File: config.mk
export PLATFORM = sky130hd
export DESIGN_NAME = lobm_ctrl
export DESIGN_NICKNAME = d
export VERILOG_FILES = /design/src/lobm_pkg.sv /design/src/lobm_ctrl.sv
export SDC_FILE = /design/constraint.sdc
export NUM_CORES = 1
export LEC_CHECK = 0
export BUFFER_PORTS_ARGS = -buffer_cell sky130_fd_sc_hd__clkbuf_2
export CAP_MARGIN = 10
export CELL_PAD_IN_SITES_DETAIL_PLACEMENT = 1
export CELL_PAD_IN_SITES_GLOBAL_PLACEMENT = 2
export CORE_ASPECT_RATIO = 0.6
export CORE_MARGIN = 1.5
export CORE_UTILIZATION = 25
export DETAILED_ROUTE_END_ITERATION = 8
export GPL_ROUTABILITY_DRIVEN = 0
export MAX_ROUTING_LAYER = met4
export PLACE_DENSITY = 0.77
export SLEW_MARGIN = 20
export SYNTH_ARGS = -nofsm -noshare
export SYNTH_HDL_FRONTEND = slang
export SYNTH_SLANG_ARGS = --single-unit
File: constraint.sdc
create_clock -name clk -period 5.2 [get_ports clk]
set_clock_uncertainty 0.15 [all_clocks]
set_input_delay 1.56 -clock clk [delete_from_list [all_inputs] [get_ports clk]]
set_output_delay 1.56 -clock clk [all_outputs]
set_load 0.02 [all_outputs]
File: src/lobm_pkg.sv
// Package with shared types, codes and default sizes of the order book matcher.
`timescale 1ns / 1ps
package lobm_pkg;

  localparam int NUM_SECURITIES_DEF = 8;
  localparam int BOOK_DEPTH_DEF = 32;

  localparam logic KIND_TRADE = 1'b0;
  localparam logic KIND_SUMMARY = 1'b1;

  localparam logic SIDE_BID = 1'b0;

  localparam logic [1:0] ST_RESTING = 2'd0;
  localparam logic [1:0] ST_PARTIAL = 2'd1;
  localparam logic [1:0] ST_FILLED = 2'd2;
  localparam logic [1:0] ST_DROPPED = 2'd3;

  typedef struct packed {
    logic [2:0]  security;
    logic        side;
    logic [31:0] limit_price;
    logic [31:0] quantity;
    logic [15:0] client;
  } order_t;

  typedef struct packed {
    logic        kind;
    logic [2:0]  trade_security;
    logic [31:0] trade_price;
    logic [31:0] trade_quantity;
    logic [15:0] buyer;
    logic [15:0] seller;
    logic [31:0] remaining;
    logic [1:0]  order_status;
    logic        last;
  } result_t;

  typedef struct packed {
    logic        valid;
    logic [31:0] price;
    logic [31:0] quantity;
    logic [15:0] client;
    logic [31:0] age;
  } entry_t;

  typedef enum logic [2:0] {
    OP_NONE,
    OP_LOAD,
    OP_REJECT,
    OP_SCAN_CLEAR,
    OP_TRADE,
    OP_FINISH,
    OP_CLEAR_WR
  } op_t;

  typedef struct packed {
    op_t  op;
    logic rd_en;
    logic rd_own;
  } cmd_t;

  typedef struct packed {
    logic reject;
    logic best_found;
    logic crossing;
    logic rem_zero;
    logic trades_full;
  } status_t;

endpackage

File: src/lobm_ctrl.sv
// Controller state machine of the order book matcher.
`timescale 1ns / 1ps
module lobm_ctrl #(
  parameter int NUM_SECURITIES = lobm_pkg::NUM_SECURITIES_DEF,
  parameter int BOOK_DEPTH = lobm_pkg::BOOK_DEPTH_DEF
) (
  input  logic                                          clk,
  input  logic                                          rst,
  input  logic                                          start,
  input  lobm_pkg::status_t                             status,
  output lobm_pkg::cmd_t                                cmd,
  output logic [$clog2(BOOK_DEPTH)-1:0]                 scan_idx,
  output logic [$clog2(NUM_SECURITIES*2*BOOK_DEPTH)-1:0] clr_addr,
  output logic                                          busy
);

  localparam int NumSlots = NUM_SECURITIES * 2 * BOOK_DEPTH;
  localparam int SlotW = $clog2(NumSlots);
  localparam int IdxW = $clog2(BOOK_DEPTH);

  typedef enum logic [3:0] {
    S_CLEAR,
    S_IDLE,
    S_CHECK,
    S_SCAN,
    S_SCAN_LAST,
    S_DECIDE,
    S_TRADE,
    S_OWN,
    S_OWN_LAST,
    S_FINISH
  } state_t;

  state_t state;
  state_t state_next;

  assign busy = state != S_IDLE;

  always_comb begin
    state_next = state;
    cmd.op = lobm_pkg::OP_NONE;
    cmd.rd_en = 1'b0;
    cmd.rd_own = 1'b0;
    case (state)
      S_CLEAR: begin
        cmd.op = lobm_pkg::OP_CLEAR_WR;
        if (clr_addr == SlotW'(NumSlots - 1)) begin
          state_next = S_IDLE;
        end
      end
      S_IDLE: begin
        if (start) begin
          cmd.op = lobm_pkg::OP_LOAD;
          state_next = S_CHECK;
        end
      end
      S_CHECK: begin
        if (status.reject) begin
          cmd.op = lobm_pkg::OP_REJECT;
          state_next = S_IDLE;
        end else begin
          cmd.op = lobm_pkg::OP_SCAN_CLEAR;
          state_next = S_SCAN;
        end
      end
      S_SCAN: begin
        cmd.rd_en = 1'b1;
        if (scan_idx == IdxW'(BOOK_DEPTH - 1)) begin
          state_next = S_SCAN_LAST;
        end
      end
      S_SCAN_LAST: begin
        state_next = S_DECIDE;
      end
      S_DECIDE: begin
        if (status.rem_zero) begin
          state_next = S_FINISH;
        end else if (status.best_found && status.crossing && !status.trades_full) begin
          state_next = S_TRADE;
        end else begin
          cmd.op = lobm_pkg::OP_SCAN_CLEAR;
          state_next = S_OWN;
        end
      end
      S_TRADE: begin
        cmd.op = lobm_pkg::OP_TRADE;
        state_next = S_SCAN;
      end
      S_OWN: begin
        cmd.rd_en = 1'b1;
        cmd.rd_own = 1'b1;
        if (scan_idx == IdxW'(BOOK_DEPTH - 1)) begin
          state_next = S_OWN_LAST;
        end
      end
      S_OWN_LAST: begin
        state_next = S_FINISH;
      end
      S_FINISH: begin
        cmd.op = lobm_pkg::OP_FINISH;
        state_next = S_IDLE;
      end
      default: begin
        state_next = S_IDLE;
      end
    endcase
  end

  always_ff @(posedge clk) begin
    if (rst) begin
      state <= S_CLEAR;
      scan_idx <= '0;
      clr_addr <= '0;
    end else begin
      state <= state_next;
      if (state == S_CLEAR) begin
        clr_addr <= clr_addr + SlotW'(1);
      end
      if (state == S_SCAN || state == S_OWN) begin
        scan_idx <= (scan_idx == IdxW'(BOOK_DEPTH - 1)) ? '0 : scan_idx + IdxW'(1);
      end else begin
        scan_idx <= '0;
      end
    end
  end

endmodule

; ---- Word-level counts from Yosys, hierarchy flattened
; Cells that the tools add are included.
[totals]
regBits = 18
input_bits = 8
[op_classes]
add_sub_neg = 2
eq_ne = 16
n_mux = 15
bitwise = 1
n_reduce_logical = 8
[op_table]
columns = op, count
row1 = case mux 4 bit (9 select lines), 1
row2 = 2-to-1 mux 4 bit, 5
row3 = case mux 3 bit (6 select lines), 1
row4 = "== test 4 x 3 -> 1 bit, second input constant", 4
row5 = "adder 9 x 1 -> 9 bit, second input constant", 1
row6 = "== test 9 bit, second input constant", 1
row7 = "== test 4 x 2 -> 1 bit, second input constant", 2
row8 = "== test 4 bit, second input constant", 2
row9 = "inequality test 2 bit, second input constant", 4
row10 = 2-to-1 mux 2 bit, 3
row11 = "adder 5 x 1 -> 5 bit, second input constant", 1
row12 = "== test 5 bit, second input constant", 1
row13 = 2-to-1 mux 1 bit, 5
row14 = "== test 4 x 1 -> 1 bit, second input constant", 1
row15 = zero test 4 bit, 1
row16 = "inequality test 4 x 1 -> 1 bit, second input constant", 1
row17 = AND reduction 4 bit, 1
row18 = OR reduction 3 bit, 1
row19 = logical AND 1 bit, 2
row20 = OR reduction 2 bit, 1
row21 = zero test 1 bit, 1
row22 = logical OR 1 bit, 1
row23 = NOT 1 bit, 1

; ---- Depth between registers and ports, before layout
[depth]
word_depth = 5
mapped_depth = 7

; ---- Worst setup path before layout
; Ideal clock, no wire load.
[synth_path]
path_type = in2out
startpoint = input port status[1] (netlist name)
endpoint = output port cmd[3] (netlist name)
arrival_ps = 2300
required_time_ps = 3490
setup_slack_ps = 1190
stages = 3
path_buffers = 0
cell_sequence = nor2_1 o21ai_1 a211oi_1
[synth_lines]
columns = item, line_no
row1 = start: declaration, lobm_ctrl.sv:10  ; input lobm_pkg::status_t status,
row2 = end: declaration, lobm_ctrl.sv:11  ; output lobm_pkg::cmd_t cmd,

==> metrics.txt <==
# TYPE chip_impl_metric gauge
chip_impl_info{name="status",value="completed"} 1
chip_impl_info{name="clockRootBuffer",value="clkbuf_8"} 1
chip_impl_metric{name="synth_enable_flop_cells",unit=""} 0
chip_impl_metric{name="synth_warnings",unit=""} 0
chip_impl_metric{name="core",unit="um^2"} 3744
chip_impl_metric{name="fmax",unit="GHz"} 0.2489
chip_impl_metric{name="die_area",unit="um^2"} 4394
chip_impl_info{name="worst_hold_path_type",value="register to register"} 1
chip_impl_info{name="synth_top_flop_cell",value="dfxtp_1"} 1
chip_impl_metric{name="routed_wire_length_per_instance",unit="um"} 13.45
chip_impl_metric{name="fillers",unit=""} 467
chip_impl_metric{name="total_leakage_power",unit="uW"} 0.0004928
chip_impl_metric{name="power_per_cell_area",unit="nW/um^2"} 229.2
chip_impl_info{name="worst_setup_path_end_kind",value="output port"} 1
chip_impl_metric{name="worstSkewPairLatency",unit="ns"} 0.26
chip_impl_metric{name="synth_cell_types",unit=""} 36
chip_impl_info{name="yosysTopAreaCell",value="dfxtp_1"} 1
chip_impl_metric{name="ant_cells",unit=""} 0
chip_impl_metric{name="cts_repair_resize_count",unit=""} 0
chip_impl_metric{name="worst_ep_arrival_time",unit="ns"} 2.31
chip_impl_metric{name="grt_antenna_before_repair",unit=""} 0
chip_impl_metric{name="grt_first_pass_wirelength",unit="um"} 4278
chip_impl_metric{name="largest_net_degree_at_the_start_of_global_routing",unit=""} 19
chip_impl_metric{name="synthToLayoutAreaGrowth",unit="%"} 20.43
chip_impl_info{name="grt_setup_unrepaired",value="no"} 1
chip_impl_metric{name="setup_tns_final",unit="ns"} 0
chip_impl_metric{name="min_path_cells",unit=""} 1
chip_impl_metric{name="timing.critical_path.fanout_max",unit=""} 5
chip_impl_metric{name="drt.antenna.violating_nets",unit=""} 0
chip_impl_metric{name="synthDominantCellAreaShare",unit="%"} 36.09
chip_impl_metric{name="post-route-min-period",unit="ns"} 4.018
chip_impl_metric{name="report.final.setup_viol",unit=""} 0
chip_impl_metric{name="slew_headroom",unit="%"} 56.22
chip_impl_metric{name="ir_drop",unit="mV"} 0.08829
chip_impl_metric{name="leftover_overflow_at_the_end_of_global_routing",unit=""} 0
chip_impl_metric{name="via_count",unit=""} 887
chip_impl_info{name="tritoncts_clock_tree",value="yes"} 1
chip_impl_metric{name="fin_nets",unit=""} 157
chip_impl_metric{name="route.final.wire_length",unit="um"} 2569
chip_impl_metric{name="global_route.usage.total",unit="%"} 12.96
chip_impl_metric{name="drt-initial-drc-count",unit=""} 41
chip_impl_metric{name="drc_errors",unit=""} 0
chip_impl_metric{name="cts_setup_buffers",unit=""} 0
chip_impl_metric{name="post_synth_instance_area",unit="um^2"} 998.5
chip_impl_info{name="cp-start-kind",value="input port"} 1
chip_impl_metric{name="fp-row-count",unit=""} 17
chip_impl_metric{name="clkSinkCount",unit=""} 18
chip_impl_metric{name="port-buffer-count",unit=""} 27
chip_impl_info{name="crit_type",value="input port to output port"} 1
chip_impl_info{name="synthTopCellsByArea",value="dfxtp_1 (36%), nor2_1 (6.8%), xnor2_1 (5.3%)"} 1
chip_impl_metric{name="grt_pass1_vias",unit=""} 907
chip_impl_metric{name="die_x",unit="um"} 84.59
chip_impl_info{name="synthTopCellsByCount",value="dfxtp_1 (18), nor2_1 (18), nand2_1 (9)"} 1
chip_impl_metric{name="maxSlewViolCount",unit=""} 0
chip_impl_metric{name="worst_setup_hold_path_clk_slew",unit="ns"} 0.07
chip_impl_metric{name="start_util",unit="%"} 26.67
chip_impl_metric{name="timing_hold_violations_final",unit=""} 0
chip_impl_metric{name="avgSynthCellArea",unit="um^2"} 8.252
chip_impl_metric{name="post_synthesis_async_set_or_reset_flop_share",unit="%"} 0
chip_impl_metric{name="yosysSeqAreaShare",unit="%"} 36.09
chip_impl_metric{name="proportion_of_layout_cells_with_a_drive_suffix_above_1",unit="%"} 25.69
chip_impl_metric{name="viasPerCell",unit=""} 4.644
chip_impl_metric{name="syn-num-nets",unit=""} 133
chip_impl_metric{name="cts_hold_buf",unit=""} 0
chip_impl_metric{name="p_total",unit="uW"} 275.6
chip_impl_metric{name="max-cap-violations",unit=""} 0
chip_impl_metric{name="drt-pass1-iter-count",unit=""} 3
chip_impl_metric{name="cts_max_level",unit=""} 1
chip_impl_metric{name="reg2reg_depth",unit=""} 3
chip_impl_metric{name="critPathRequiredTime",unit="ns"} 3.49
chip_impl_metric{name="layout_worst_path_cycle_share",unit="%"} 77.26
chip_impl_metric{name="postSynthCellCount",unit=""} 121
chip_impl_metric{name="dp_hpwl",unit="um"} 1943
chip_impl_metric{name="die_height",unit="um"} 51.95
chip_impl_metric{name="slew_worst_pin",unit="ns"} 0.6559
chip_impl_metric{name="cts_inserted_buffers",unit=""} 3
chip_impl_metric{name="num_io_pins",unit=""} 28
chip_impl_metric{name="clk_path_buf_depth",unit=""} 2
chip_impl_metric{name="postSynthRegisterBits",unit=""} 18
layout by cell type, fill, tap and decap left out, types with 4 or more instances in the layout:
cell      instances
xnor2_1           6
inv_1             8
nor2_1           18
nor3_1            4
nand2_1           9
ha_1              4
clkbuf_8          4
xor2_1            4
clkbuf_2         27
dfxtp_1          18
critical path, stage by stage:
cell and delay, ns:
clkbuf_2 0.12, nor2_1 0.10, o21ai_1 0.09, a211oi_1 0.23
clkbuf_2 0.20
state kept, by name, indices dropped and copies added, names as in the netlist:
signal	count
clr_addr	9
state	4
scan_idx	5
logic make-up after synthesis:
logic type,after synthesis,synth area share (%)
and+or+nand+nor,52,27.19
AOI/OAI and AO/OA,19,13.28
DFF,18,36.09
buffers and inverters,16,7.519
xor gates and xnor gates,10,8.772
adders and majority gates,4,5.013
muxes,2,2.130
layout make-up:
class | instances | area, um^2 | area share [%]
Inverter | 8 | 30.03 | 2.497
Multi-Input combinational cell | 87 | 563.0 | 46.83
Timing Repair Buffer | 27 | 135.1 | 11.24
Tap cell | 47 | 58.81 | 4.891
Clock buffer | 4 | 55.05 | 4.579
Sequential cell | 18 | 360.3 | 29.97
through the flow:
step           cells  setup slack, ns  util, %  area, um^2  hold WS, ns
2_1_floorplan    121            1.190        -       998.5       0.3691
3_3_place_gp     187            1.208    30.65        1147       0.2941
3_5_place_dp     187            1.173    30.65        1147       0.3111
4_1_cts          191            1.164    32.12        1202       0.3295
5_1_grt          191            1.094    32.12        1202       0.3636
6_report         191            1.182    32.12        1202       0.3217
per-layer routing:
metal  up-vias  share of wire [%]  wire length, um  GRT usage (%)
met5         -                  0                0              -
met4         0               0.27                7          2.957
met3         2                4.0              104          4.603
met2        11                 45             1148          20.77
met1       413                 51             1309          15.92
li1        461                  -                -              -
power by group:
| part | total, uW | internal (uW) | leakage (uW) | switching, uW |
|---|---|---|---|---|
| clock | 117 | 67.4 | 0.0000288 | 50.0 |
| combinational | 15.4 | 5.82 | 0.000318 | 9.54 |
| sequential | 143 | 140 | 0.000146 | 3.00 |
path summary, 6_finish.rpt:
check         startpoint          end  slack, ns
max            status[1]       cmd[3]       1.18
max reg2reg     state[2]  clr_addr[4]       3.34
min          scan_idx[0]  scan_idx[0]       0.32
min reg2reg  scan_idx[0]  scan_idx[0]       0.32
No activity file was read; power rests on OpenSTA's default activity.
